File: src/hw/rtl/brr_pkg.sv
`timescale 1ns / 1ps
`default_nettype none
// ----------------------------------------------------------------------------
// brr_pkg
// shared types and constants of the brr block decoder
// ----------------------------------------------------------------------------
package brr_pkg;

    // block layout: header at position 0, data bytes at 1..8
    localparam logic [3:0] BLOCK_POS_HEADER = 4'd0;
    localparam logic [3:0] BLOCK_POS_FIRST  = 4'd1;
    localparam logic [3:0] BLOCK_POS_LAST   = 4'd8;

    // shifts at or above this limit saturate the nibble
    localparam logic [3:0] SHIFT_LIMIT = 4'd13;

    // work queue between front and back
    localparam int QUEUE_DEPTH = 2;
    localparam int QUEUE_PTR_W = (QUEUE_DEPTH > 1) ? $clog2(QUEUE_DEPTH) : 1;
    localparam int QUEUE_CNT_W = $clog2(QUEUE_DEPTH + 1);

    // predictor filter codes from the header
    typedef enum logic [1:0] {
        FILT_NONE  = 2'd0,
        FILT_ONE   = 2'd1,
        FILT_TWO   = 2'd2,
        FILT_THREE = 2'd3
    } t_filter;

    // one data byte ready for decoding, with the header fields it needs
    typedef struct packed {
        logic [7:0] data_byte;
        logic [3:0] shift;
        t_filter    filter;
        logic       loop_flag;
        logic       last_byte;   // final data byte of an end-flagged block
        logic       clear_hist;  // history starts from zero for this byte
    } t_work;

endpackage : brr_pkg
`default_nettype wire

File: src/hw/rtl/brr_front.sv
`timescale 1ns / 1ps
`default_nettype none
// ----------------------------------------------------------------------------
// brr_front
// accepts stream bytes, tracks block position and header, queues data bytes
// ----------------------------------------------------------------------------
module brr_front
    import brr_pkg::*;
(
    input  wire logic       i_clk,
    input  wire logic       i_rst_n,
    input  wire logic       i_in_valid,
    output logic            o_in_ready,
    input  wire logic [7:0] i_data_byte,
    input  wire logic       i_new_sample,
    output logic            o_push,
    output t_work           o_work,
    input  wire logic       i_full
);

    logic [3:0] r_pos, n_pos;
    logic [3:0] r_shift, n_shift;
    t_filter    r_filter, n_filter;
    logic       r_loop, n_loop;
    logic       r_end, n_end;
    logic       r_done, n_done;
    logic       r_clr, n_clr;

    logic       accept;
    logic [3:0] eff_pos;
    logic       eff_done;
    logic       eff_clr;
    logic       at_last;

    assign o_in_ready = !i_full;
    assign accept     = i_in_valid && o_in_ready;

    // new_sample clears position and done flag before the byte is handled
    assign eff_pos  = i_new_sample ? BLOCK_POS_HEADER : r_pos;
    assign eff_done = i_new_sample ? 1'b0 : r_done;
    assign eff_clr  = i_new_sample || r_clr;
    assign at_last  = (eff_pos >= BLOCK_POS_LAST);

    always_comb begin
        n_pos    = r_pos;
        n_shift  = r_shift;
        n_filter = r_filter;
        n_loop   = r_loop;
        n_end    = r_end;
        n_done   = r_done;
        n_clr    = r_clr;
        o_push   = 1'b0;

        o_work.data_byte  = i_data_byte;
        o_work.shift      = r_shift;
        o_work.filter     = r_filter;
        o_work.loop_flag  = r_loop;
        o_work.last_byte  = at_last && r_end;
        o_work.clear_hist = eff_clr;

        if (accept) begin
            n_pos  = eff_pos;
            n_done = eff_done;
            n_clr  = eff_clr;
            if (!eff_done) begin
                if (eff_pos == BLOCK_POS_HEADER) begin
                    n_shift  = i_data_byte[7:4];
                    n_filter = t_filter'(i_data_byte[3:2]);
                    n_loop   = i_data_byte[1];
                    n_end    = i_data_byte[0];
                    n_pos    = BLOCK_POS_FIRST;
                end else begin
                    o_push = 1'b1;
                    n_clr  = 1'b0;
                    if (at_last) begin
                        n_pos = BLOCK_POS_HEADER;
                        if (r_end) begin
                            n_done = 1'b1;
                        end
                    end else begin
                        n_pos = eff_pos + 4'd1;
                    end
                end
            end
        end
    end

    always_ff @(posedge i_clk) begin
        if (!i_rst_n) begin
            r_pos    <= BLOCK_POS_HEADER;
            r_shift  <= '0;
            r_filter <= FILT_NONE;
            r_loop   <= 1'b0;
            r_end    <= 1'b0;
            r_done   <= 1'b0;
            r_clr    <= 1'b1;   // history starts from zero after reset too
        end else begin
            r_pos    <= n_pos;
            r_shift  <= n_shift;
            r_filter <= n_filter;
            r_loop   <= n_loop;
            r_end    <= n_end;
            r_done   <= n_done;
            r_clr    <= n_clr;
        end
    end

endmodule : brr_front
`default_nettype wire

File: src/hw/rtl/brr_queue.sv
`timescale 1ns / 1ps
`default_nettype none
// ----------------------------------------------------------------------------
// brr_queue
// short work queue between the front and the back
// ----------------------------------------------------------------------------
module brr_queue
    import brr_pkg::*;
(
    input  wire logic  i_clk,
    input  wire logic  i_rst_n,
    input  wire logic  i_push,
    input  t_work      i_work,
    output logic       o_full,
    input  wire logic  i_pop,
    output logic       o_valid,
    output t_work      o_work
);

    t_work                  r_mem [QUEUE_DEPTH];
    logic [QUEUE_PTR_W-1:0] r_wr_ptr, n_wr_ptr;
    logic [QUEUE_PTR_W-1:0] r_rd_ptr, n_rd_ptr;
    logic [QUEUE_CNT_W-1:0] r_count, n_count;
    logic                   do_push;
    logic                   do_pop;

    localparam logic [QUEUE_PTR_W-1:0] PTR_LAST = QUEUE_PTR_W'(QUEUE_DEPTH - 1);
    localparam logic [QUEUE_CNT_W-1:0] CNT_FULL = QUEUE_CNT_W'(QUEUE_DEPTH);

    assign o_full  = (r_count == CNT_FULL);
    assign o_valid = (r_count != '0);
    assign o_work  = r_mem[r_rd_ptr];
    assign do_push = i_push && !o_full;
    assign do_pop  = i_pop && o_valid;

    always_comb begin
        n_wr_ptr = r_wr_ptr;
        n_rd_ptr = r_rd_ptr;
        n_count  = r_count;
        if (do_push) begin
            n_wr_ptr = (r_wr_ptr == PTR_LAST) ? '0 : r_wr_ptr + 1'b1;
        end
        if (do_pop) begin
            n_rd_ptr = (r_rd_ptr == PTR_LAST) ? '0 : r_rd_ptr + 1'b1;
        end
        if (do_push && !do_pop) begin
            n_count = r_count + 1'b1;
        end else if (do_pop && !do_push) begin
            n_count = r_count - 1'b1;
        end
    end

    always_ff @(posedge i_clk) begin
        if (do_push) begin
            r_mem[r_wr_ptr] <= i_work;
        end
    end

    always_ff @(posedge i_clk) begin
        if (!i_rst_n) begin
            r_wr_ptr <= '0;
            r_rd_ptr <= '0;
            r_count  <= '0;
        end else begin
            r_wr_ptr <= n_wr_ptr;
            r_rd_ptr <= n_rd_ptr;
            r_count  <= n_count;
        end
    end

endmodule : brr_queue
`default_nettype wire

File: src/hw/rtl/brr_back.sv
`timescale 1ns / 1ps
`default_nettype none
// ----------------------------------------------------------------------------
// brr_back
// decodes two nibbles per queued byte through shift, filter and clamp
// ----------------------------------------------------------------------------
module brr_back
    import brr_pkg::*;
(
    input  wire logic               i_clk,
    input  wire logic               i_rst_n,
    input  wire logic               i_valid,
    input  t_work                   i_work,
    output logic                    o_pop,
    output logic                    o_out_valid,
    input  wire logic               i_out_ready,
    output logic signed [15:0]      o_pcm_sample,
    output logic                    o_last_sample,
    output logic                    o_loop_marked
);

    logic                r_phase;   // 0 high nibble, 1 low nibble
    logic signed [14:0]  r_newer;
    logic signed [14:0]  r_older;
    logic                r_out_valid;
    logic signed [15:0]  r_pcm;
    logic                r_last;
    logic                r_loop;

    logic                step;
    logic                use_zero;
    logic signed [14:0]  h_newer;
    logic signed [14:0]  h_older;
    logic [3:0]          nib;
    logic signed [16:0]  nib_ext;
    logic signed [16:0]  nib_shl;
    logic signed [16:0]  base;
    logic signed [18:0]  p_n15;
    logic signed [20:0]  p_n61;
    logic signed [21:0]  p_n115;
    logic signed [18:0]  p_o15;
    logic signed [18:0]  p_o13;
    logic signed [18:0]  s_n15;
    logic signed [20:0]  s_n61;
    logic signed [21:0]  s_n115;
    logic signed [18:0]  s_o15;
    logic signed [18:0]  s_o13;
    logic signed [17:0]  pred;
    logic signed [17:0]  sum;
    logic signed [15:0]  clamped;
    logic signed [14:0]  n_hist;

    assign step  = i_valid && (!r_out_valid || i_out_ready);
    assign o_pop = step && r_phase;

    // history restarts at zero for the first nibble after new_sample
    assign use_zero = i_work.clear_hist && !r_phase;
    assign h_newer  = use_zero ? '0 : r_newer;
    assign h_older  = use_zero ? '0 : r_older;

    assign nib     = r_phase ? i_work.data_byte[3:0] : i_work.data_byte[7:4];
    assign nib_ext = {{13{nib[3]}}, nib};
    assign nib_shl = nib_ext <<< i_work.shift;

    always_comb begin
        if (i_work.shift >= SHIFT_LIMIT) begin
            base = nib[3] ? -17'sd2048 : 17'sd0;
        end else begin
            base = nib_shl >>> 1;
        end
    end

    assign p_n15  = 19'(h_newer) * 19'sd15;
    assign p_n61  = 21'(h_newer) * 21'sd61;
    assign p_n115 = 22'(h_newer) * 22'sd115;
    assign p_o15  = 19'(h_older) * 19'sd15;
    assign p_o13  = 19'(h_older) * 19'sd13;

    assign s_n15  = p_n15 >>> 4;
    assign s_n61  = p_n61 >>> 5;
    assign s_n115 = p_n115 >>> 6;
    assign s_o15  = p_o15 >>> 4;
    assign s_o13  = p_o13 >>> 4;

    always_comb begin
        case (i_work.filter)
            FILT_NONE:  pred = '0;
            FILT_ONE:   pred = 18'(s_n15);
            FILT_TWO:   pred = 18'(s_n61) - 18'(s_o15);
            FILT_THREE: pred = 18'(s_n115) - 18'(s_o13);
            default:    pred = '0;
        endcase
    end

    assign sum = 18'(base) + pred;

    always_comb begin
        if (sum > 18'sd32767) begin
            clamped = 16'sd32767;
        end else if (sum < -18'sd32768) begin
            clamped = -16'sd32768;
        end else begin
            clamped = 16'(sum);
        end
    end

    assign n_hist = clamped[14:0];

    always_ff @(posedge i_clk) begin
        if (step) begin
            r_newer <= n_hist;
            r_older <= h_newer;
            r_pcm   <= {n_hist, 1'b0};
            r_last  <= r_phase && i_work.last_byte;
            r_loop  <= i_work.loop_flag;
        end
    end

    always_ff @(posedge i_clk) begin
        if (!i_rst_n) begin
            r_phase     <= 1'b0;
            r_out_valid <= 1'b0;
        end else begin
            if (step) begin
                r_phase     <= !r_phase;
                r_out_valid <= 1'b1;
            end else if (i_out_ready) begin
                r_out_valid <= 1'b0;
            end
        end
    end

    assign o_out_valid   = r_out_valid;
    assign o_pcm_sample  = r_pcm;
    assign o_last_sample = r_last;
    assign o_loop_marked = r_loop;

endmodule : brr_back
`default_nettype wire

File: src/hw/rtl/brr_adpcm_block_decoder.sv
`timescale 1ns / 1ps
`default_nettype none
// ----------------------------------------------------------------------------
// brr_adpcm_block_decoder
// brr adpcm stream decoder: 9-byte blocks in, 16-bit pcm samples out
// ----------------------------------------------------------------------------
// Takes one stream byte per input beat. A header byte gives no output;
// each data byte gives two output beats, high nibble first, and holds the
// decode datapath until both samples are out, one sample at a time, because
// each sample feeds the two-sample history that the next one is predicted
// from. The header is taken while a queued data byte is still decoding. A
// two-entry work queue sits between the byte parser and the sample datapath,
// and the output is held in a register, so the parser keeps taking bytes,
// until two data bytes are queued, while a sample waits on the output side.
// Raising new_sample with a byte makes that byte a header and zeroes
// history; history also starts at zero after reset. After the last byte of
// an end-flagged block, bytes without new_sample are consumed and dropped.
// No clearing pass after reset.
// ----------------------------------------------------------------------------
module brr_adpcm_block_decoder
    import brr_pkg::*;
(
    input  wire logic               i_clk,
    input  wire logic               i_rst_n,
    // input stream
    input  wire logic               i_in_valid,
    output logic                    o_in_ready,
    input  wire logic [7:0]         i_data_byte,
    input  wire logic               i_new_sample,
    // output samples
    output logic                    o_out_valid,
    input  wire logic               i_out_ready,
    output logic signed [15:0]      o_pcm_sample,
    output logic                    o_last_sample,
    output logic                    o_loop_marked
);

    // parser to queue
    logic  push;
    t_work push_work;
    logic  q_full;

    // queue to datapath
    logic  q_valid;
    t_work q_work;
    logic  q_pop;

    // parser: header capture, block position, end-of-stream drop
    brr_front u_front (
        .i_clk        (i_clk),
        .i_rst_n      (i_rst_n),
        .i_in_valid   (i_in_valid),
        .o_in_ready   (o_in_ready),
        .i_data_byte  (i_data_byte),
        .i_new_sample (i_new_sample),
        .o_push       (push),
        .o_work       (push_work),
        .i_full       (q_full)
    );

    // decoupling queue, one entry per data byte
    brr_queue u_queue (
        .i_clk   (i_clk),
        .i_rst_n (i_rst_n),
        .i_push  (push),
        .i_work  (push_work),
        .o_full  (q_full),
        .i_pop   (q_pop),
        .o_valid (q_valid),
        .o_work  (q_work)
    );

    // sample datapath with history and output register
    brr_back u_back (
        .i_clk         (i_clk),
        .i_rst_n       (i_rst_n),
        .i_valid       (q_valid),
        .i_work        (q_work),
        .o_pop         (q_pop),
        .o_out_valid   (o_out_valid),
        .i_out_ready   (i_out_ready),
        .o_pcm_sample  (o_pcm_sample),
        .o_last_sample (o_last_sample),
        .o_loop_marked (o_loop_marked)
    );

endmodule : brr_adpcm_block_decoder
`default_nettype wire

File: config.mk
export PLATFORM = sky130hd
export DESIGN_NAME = brr_adpcm_block_decoder
export DESIGN_NICKNAME = d
export VERILOG_FILES = /design/src/hw/rtl/brr_pkg.sv /design/src/hw/rtl/brr_front.sv /design/src/hw/rtl/brr_queue.sv /design/src/hw/rtl/brr_back.sv /design/src/hw/rtl/brr_adpcm_block_decoder.sv
export SDC_FILE = /design/constraint.sdc
export NUM_CORES = 1
export LEC_CHECK = 0
export BUFFER_PORTS_ARGS = -buffer_cell sky130_fd_sc_hd__buf_2
export CORE_ASPECT_RATIO = 1.75
export CORE_MARGIN = 5
export CORE_UTILIZATION = 45
export CTS_BUF_LIST = sky130_fd_sc_hd__clkbuf_2
export DETAILED_ROUTE_END_ITERATION = 12
export HOLD_SLACK_MARGIN = 0.1
export MAX_ROUTING_LAYER = met4
export PLACE_DENSITY = 0.7
export SYNTH_ARGS = -nofsm -noshare
export SYNTH_HDL_FRONTEND = slang
export SYNTH_HIERARCHICAL = 1
export SYNTH_SLANG_ARGS = --single-unit
export TNS_END_PERCENT = 5
File: constraint.sdc
create_clock -name i_clk -period 9.6 [get_ports i_clk]
set_input_delay 0.48 -clock i_clk [delete_from_list [all_inputs] [get_ports i_clk]]
set_output_delay 0.48 -clock i_clk [all_outputs]
set_load 0.01 [all_outputs]
Word-level counts from Yosys, hierarchy flattened --
Memory sizes are Yosys's and may differ from the RTL's. A register that Yosys moved wholly into a read port is not among the register bits. Index checks and enable logic that the tools add are counted.
Storage, ports and cells: memories kept 1, output and inout bits 20, bits in registers 52, RAM bits 34, input port bits 13
Operators by class: add/sub/neg operators 8, reduce and logical (&&, ||, !) cells 23, shift operators 1, magnitude comparators 4, bitwise gates (word level) 1, $mul 5, equal/unequal tests 4, mux-type cells 31
Memories:
- u_queue.r_mem | depth 2, width 17, read ports 1, clocked after memory_dff 1, write ports 1, RTL line brr_queue.sv:20 | t_work r_mem [QUEUE_DEPTH];
Operator list (number):
- case mux 18 bit (4 select lines) | 1
- multiplier 15 x 5 -> 19 bit, second input constant | 3
- 2-to-1 mux 15 bit | 3
- 2-to-1 mux 17 bit | 2
- subtractor 16 x 15 -> 17 bit | 2
- multiplier 15 x 8 -> 22 bit, second input constant | 1
- multiplier 15 x 7 -> 21 bit, second input constant | 1
- 2-to-1 mux 4 bit | 5
- adder 17 x 18 -> 18 bit | 1
- > comparator 18 x 16 -> 1 bit, second input constant | 1
- less-than comparator 18 x 16 -> 1 bit, second input constant | 1
- 2-to-1 mux 1 bit | 18
- <<< shifter 4 x 4 -> 17 bit | 1
- logical AND 1 bit | 10
- greater-or-equal comparator 4 bit, second input constant | 2
- equality test 2 bit, second input constant | 3
- nonzero test 2 bit | 3
- zero test 1 bit | 5
- adder 4 x 1 -> 4 bit, second input constant | 1
- zero test 4 bit | 1
- 2-to-1 mux 2 bit | 2
- AND reduction 3 bit | 1
- adder 1 bit, second input constant | 2
- adder 2 x 1 -> 2 bit, second input constant | 1
- 5 further kinds | 6

Logic depth before layout (Yosys ltp) --
Gate-level depths: netlist (run 1).
word-level depth 10, depth in mapped cells 40, gate-level depth less buffers 36

Modules after synthesis --
Netlist (run 1), hierarchy kept.
By module, submodules not included:
- brr_back | seq. area each 1001.0 um^2, instances 1, cells an instance 1411, area an instance 11745.0 um^2
- brr_queue | seq. area each 1121.1 um^2, instances 1, cells an instance 78, area an instance 1461.4 um^2
- brr_front | seq. area each 280.3 um^2, instances 1, cells an instance 88, area an instance 774.5 um^2

Worst setup path after synthesis (run 1) --
OpenSTA, ideal clock, no wires.
path kind reg2reg, start register (tool-made name), end register u_back.r_pcm[10] (netlist: u_back/o_pcm_sample[10]), data pin, library setup time 260 ps, path buffers 5, arrival 8300 ps, cell stages (with the launch flop) 39, period minus slack after synthesis 8560 ps, slack 1040 ps, cell sequence dfxtp_1 > buf_2 > mux2_2 > nand2b_1 > buf_2 > clkbuf_1 > buf_1 > nand2_1 > inv_1 > ha_1 > fa_1 > inv_1 > fa_1 > fa_1 > inv_1 > ha_1 > nor4_1 > nand2_1 > [... 3 more ...] > xnor2_1 > ha_1 > a21oi_1 > nor2b_1 > a311o_1 > nand2_1 > nand2_1 > a211oi_1 > o21ai_0 > a32o_1 > ha_1 > nand3_1 > o21ai_0 > a21oi_1 > or4b_1 > o21ai_2 > buf_6 > o21ai_0
RTL lines:
- end signal, assigned | RTL line brr_back.sv:113 | r_pcm <= {n_hist, 1'b0};
- end, declared | RTL line brr_back.sv:26 | logic signed [15:0] r_pcm;

==> results.toml, run 1 <==
[run_status]
outcome = "finished clean"

[timing]
final_max_slew_viol_count = 0
hold_viol = 0
setup_ws_ns = 0.637
fmax_mhz = 112
fin_worst_skew_ns = 0.0599
worst_slew_pin_slew_ns = 1.02
rsz0062_at_grt = "no"
fin_tns_setup_ns = 0
timing.final.crit_share = 0.934
setup_viol = 0
min_period_ns = 8.96
max_slew_margin = 0.319

[synthesis]
netlist_top_cells_area = "fa_1 (17%), ha_1 (17%), edfxtp_1 (14%)"
synthFlopType = "edfxtp_1"
synth_nets = 1907
synth_edf_count = 66
synth_seq_area_share = 0.172
synth_common_cells = "inv_1 (305), ha_1 (195), fa_1 (122), nand2_1 (103), nor2_1 (82)"
syn_area_per_cell_um2 = 8.87
syn_area_um2 = 14000
ys_warn_count = 6
yosysTopAreaCellShare = 0.175
synth_cell_type_count = 81
yosysMostFrequentCell = "inv_1"
synthCells = 1577
yosysTopAreaCell = "fa_1"
postSynth.asyncResetShare = 0
ys_ff_latch = 87

[routing]
wl_um = 35400
drt_first_pass_iters = 5
routedWlPerCell_um = 17.8
viasPerCell = 5.44
ant_nets = 0
drc = 0
dr_total_vias = 10800
drtIter0Drc = 534

[worst_setup_path]
end_kind = "register"
crit_type = "reg -> reg"
crit_fanout = 35
slowest_delay_ns = 0.55
cp_common_cell = "ha_1"
startpoint_type = "register"
critPathSlowestCell = "o41ai_1"
cp.required_ns = 10.01
cp_data_arrival_time_ns = 9.37

[grt]
grt_pass1_wl_um = 56300
antenna_found_initial = 1
track_usage = 0.212
grt_pass1_vias = 11400
grt_overflow = 0
grt_max_degree = 36

[cts]
path_clk_slew_ns = 0.25
clock_sinks = 87
tritoncts = "yes"
cts_buffer_depth = 2
cts-root-buf = "clkbuf_2"
h-tree-depth = 3
clock_latency_ns = 0.66
post_cts_buffers = 0
cts_buffers = 9

[hold_path]
holdCritPathClass = "in -> reg"

[placed_design]
dp_hpwl_um = 30300
io_buffers = 31
preCtsSetupSlack_ns = 0.232
routabilityCongestion = 0.931

[final_layout]
fillers = 2882
register_area_um2 = 2400
multiInputGateArea_um2 = 10200
post-route-util = 0.478
drive_gt1_frac = 0.0674
area_growth_pct = 5.07
nNetsFinal = 1927

[floorplan]
core-area_um2 = 30700
dieArea_um2 = 34800
ios = 33
die_h_um = 243
num_rows = 85
dieWidth_um = 143
initial_utilization = 0.455

[job]
cap_viol_max_count = 0
## cells by family after synthesis
| kind of cell | after synthesis | share of synthesized area |
|---|---|---|
| AO/OA/AOI/OAI | 305 | 0.141 |
| other | 1 | 0.000268 |
| multiplexers | 41 | 0.0319 |
| buffers and inverters | 345 | 0.0983 |
| AND/OR/NAND/NOR | 350 | 0.125 |
| XOR/XNOR | 131 | 0.0821 |
| adder cells (fa/ha/maj) | 317 | 0.349 |
| flip-flops | 87 | 0.172 |
## repair_timing
action                                  in CTS  in global routing
resized for setup                            0                  4
endpoints found under the hold margin       25                  0
hold buffers                                 9                  0
endpoints found under the setup margin       0                 15
## worst paths after layout
path	start	to	slack, ns	cells after the start
worst max-delay path	register	u_back/o_pcm_sample[7]$_SDFFCE_PN1P_	0.64	34
worst min-delay path	i_new_sample	u_front/r_clr$_SDFFE_PN1N_	0.24	3
worst max register to register	register	u_back/o_pcm_sample[7]$_SDFFCE_PN1P_	0.64	34
worst min register to register	u_front/r_shift[1]$_SDFFE_PN0P_	u_queue/r_mem[0][6]$_DFFE_PP_	0.49	0
## per-stage QoR
step,area [um2],hold slack (ns),cells
global route,14700,0.219,1994
finish,14700,0.239,1994
floorplan,14000,0.425,1577
detailed placement,14500,0.441,1968
CTS,14700,0.175,1993
global placement,14500,0.432,1968
## state kept, by name, summed over array words and instances (netlist names), 2 cells and up, named ones only
signal,count
u_front/r_shift,4
u_queue/r_mem,34
u_queue/r_count,2
u_back/r_older,15
u_front/r_filter,2
u_back/o_pcm_sample,15
u_front/r_pos,4
## routing by layer
metal  wire length (um)  GRT usage  up-vias
li1                   -          -     5322
met1              12000      0.194     5184
met2              20900      0.428      233
met3                796     0.0163      104
met4               1750     0.0948        0
met5                  0          -        -
## cells in the final DEF (no fill, tap or decap), types with 14 or more instances in the layout
cell / synthesis / final
xor2_1: 59 / 59
fa_1: 122 / 122
a21o_1: 22 / 22
and2_1: 19 / 18
nor2b_1: 19 / 19
a31oi_1: 14 / 14
a211oi_1: 17 / 17
nand3_1: 20 / 20
a21oi_1: 79 / 79
ha_1: 195 / 195
nand2b_1: 23 / 23
mux2_2: 19 / 19
dfxtp_1: 21 / 21
o21ai_0: 73 / 71
nand2_1: 103 / 103
nor2_1: 82 / 82
xnor2_1: 72 / 72
edfxtp_1: 66 / 66
nor3_1: 19 / 19
mux2i_1: 21 / 21
buf_2: 3 / 31
inv_1: 305 / 305
## worst max-delay path, delay by kind of cell, from the launching register on
family / cells / cell delay [ns]
mux: 2 / 0.67
buf+inv: 3 / 0.42
fa+ha+maj: 6 / 2.28
flops: 1 / 0.40
compound gates: 11 / 2.71
xor+xnor: 2 / 0.33
simple gates: 10 / 1.90
## cell type report
class / instances / area share
timing repair buffer: 48 / 0.0210
sequential: 87 / 0.164
multi-input combinational: 1145 / 0.695
tap: 391 / 0.0333
inverter: 306 / 0.0782
clock buffer: 9 / 0.00307
antenna: 1 / 0.000170
clock inverter: 7 / 0.00545
Power of run 1 is left out: the tool's default activity adds up to more than one toggle a clock period on the data nets, which glitch-free logic cannot reach.
==> inputs of run 2 (changes only) <==
SYNTH_HIERARCHICAL = unset   (was 1)
==> run 2 against run 1 <==
Compared with the run above:
- utilization grew 0.42 points
- sequential share of layout area rose by 0.28 points
- register-to-register slack lost 0.17 ns
- sequential cell count did not move
- fmax fell by 1.8%
- synthesized area down 3.1%
- clock-buffer cell count increased by 3
- largest cell class unchanged
==> results.toml, run 2 <==
[routing]
drt_first_pass_iters = 4
ant_nets = 0
drc = 0
drtIter0Drc = 494
routedWlPerCell_um = 18.4
wl_um = 35800
viasPerCell = 5.45
dr_total_vias = 10600

[placed_design]
routabilityCongestion = 0.983
io_buffers = 31
dp_hpwl_um = 30800
placed_cells = 1920

[worst_setup_path]
rrSetupSlack_ns = 0.47
rr_worst_depth = 35
worstReg2RegEnd = "u_back.r_newer[6]$_SDFFCE_PN1P_"
critPathSlowestCell = "fa_1"
startpoint_type = "register"
cp_data_arrival_time_ns = 9.51
end_kind = "register"
cp_common_cell = "ha_1"
crit_fanout = 15
slowest_delay_ns = 0.52
cp.required_ns = 9.98
crit_type = "reg -> reg"

[hold_path]
whs_path_depth = 3
holdCritStartpoint = "i_new_sample"
hold_path_end = "u_front.r_pos[0]$_SDFFE_PN0P_"
holdCritPathClass = "in -> reg"

[timing]
fmax_mhz = 110
min_period_ns = 9.13
worst_slew_pin_slew_ns = 0.803
setup_viol = 0
hold_viol = 0
fin_tns_setup_ns = 0
max_slew_margin = 0.449
rsz0062_at_grt = "no"
fin_worst_skew_ns = 0.0637
final_max_slew_viol_count = 0
timing.final.crit_share = 0.951

[synthesis]
ys_ff_latch = 87
synth_edf_count = 66
synth_common_cells = "inv_1 (299), ha_1 (195), fa_1 (120), nand2_1 (91), xnor2_1 (88)"
ys_warn_count = 0
yosysTopAreaCell = "ha_1"
netlist_top_cells_area = "ha_1 (18%), fa_1 (18%), edfxtp_1 (15%)"
syn_area_per_cell_um2 = 8.97
synth_nets = 1838
yosysTopAreaCellShare = 0.180
syn_area_um2 = 13600
postSynth.asyncResetShare = 0
yosysMostFrequentCell = "inv_1"
synth_cell_type_count = 66
synth_seq_area_share = 0.177
synthCells = 1510
synthFlopType = "edfxtp_1"

[final_layout]
largest_reg_flops = 34
reg_top3 = "u_queue.r_mem x34, u_back.r_newer x15, u_back.r_older x15"
final_common_cell = "inv_1"
area_growth_pct = 6.58
final_cells = 1946
largest-register = "u_queue.r_mem"
nNetsFinal = 1881
drive_gt1_frac = 0.0610
layout_common_cells = "inv_1 (299), ha_1 (195), fa_1 (120), nand2_1 (91), xnor2_1 (88)"

[grt]
grt_overflow = 0
grt_pass1_vias = 11400
antenna_found_initial = 1
grt_max_degree = 35
grt_pass1_wl_um = 56900
track_usage = 0.221

[job]
cap_viol_max_count = 0

[run_status]
outcome = "finished clean"

[floorplan]
core-area_um2 = 30000
num_rows = 84
die_h_um = 240
ios = 33
dieArea_um2 = 33800
dieWidth_um = 141
initial_utilization = 0.452

[cts]
path_clk_slew_ns = 0.24
cts_buffers = 9
cts_buffer_depth = 2
tritoncts = "yes"
h-tree-depth = 3
clock_latency_ns = 0.65
clock_sinks = 87
cts-root-buf = "clkbuf_2"
-- run 2: worst max-delay path by stage --
| stage | startpoint | endpoint | cells after the start |
|---|---|---|---|
| 3_3_place_gp | register | u_back.r_newer[13]$_SDFFCE_PN1P_ | 36 |
| 3_5_place_dp | register | u_back.r_newer[5]$_SDFFCE_PN1P_ | 38 |
| 4_1_cts | register | u_back.r_newer[6]$_SDFFCE_PN1P_ | 38 |
| 6_report | register | u_back.r_newer[6]$_SDFFCE_PN1P_ | 35 |
| 5_1_grt | register | u_back.r_newer[3]$_SDFFCE_PN1P_ | 35 |
| 2_1_floorplan | register | u_back.r_newer[10]$_SDFFCE_PN1P_ | 42 |
-- run 2: routing by layer --
metal,track usage,vias up,share of wire
met2,0.443,220,0.58
met4,0.115,0,0.061
met3,0.0172,111,0.022
li1,-,5155,-
met1,0.202,5123,0.34
met5,-,-,0
-- run 2: logic make-up (layout without fill, tap and decap cells) --
family	count (synthesis)	count (layout)	synth area share
flops	87	87	0.177
compound gates	299	299	0.140
other cells	1	2	0.000277
buf+inv	320	367	0.0892
mux	43	43	0.0373
simple gates	308	309	0.110
xor+xnor	137	137	0.0886
fa+ha+maj	315	315	0.357
-- run 2: metrics by stage --
stage | area, um2 | hold slack [ns] | setup slack [ns] | util
6_report | 14400 | 0.179 | 0.471 | 0.482
5_1_grt | 14400 | 0.181 | 0.00218 | 0.482
4_1_cts | 14400 | 0.132 | 0.0931 | 0.481
3_5_place_dp | 14200 | 0.441 | 0.123 | 0.474
3_3_place_gp | 14200 | 0.430 | 0.419 | 0.474
2_1_floorplan | 13600 | 0.425 | 0.528 | -
-- run 2: area by class of cell --
class                   count  area [um2]
fillers                  2869       15500
multi-input cells        1104        9990
flip-flops and latches     87        2400
inverters                 299        1120
well taps                 387         484
repair buffers             52         333
clock buffers              12        60.1
clock inverters             4        47.5
diodes                      1        2.50
-- run 2: timing repair --
action,4_1_cts,5_1_grt
setup buffers,0,0
hold buffers,8,0
gates resized for setup,0,7
hold endpoints to repair,20,0
setup endpoints to repair,0,15
-- run 2: critical path: cells and delay by family, from the launching register on --
| kind | cells | cell delay [ns] |
|---|---|---|
| multiplexers | 1 | 0.35 |
| buffers and inverters | 4 | 0.47 |
| adder cells (fa/ha/maj) | 6 | 2.36 |
| XOR/XNOR | 3 | 0.67 |
| AND/OR/NAND/NOR | 5 | 0.95 |
| AO/OA/AOI/OAI | 16 | 3.64 |
| flip-flops | 1 | 0.47 |
Power of run 2 is left out for the same reason.
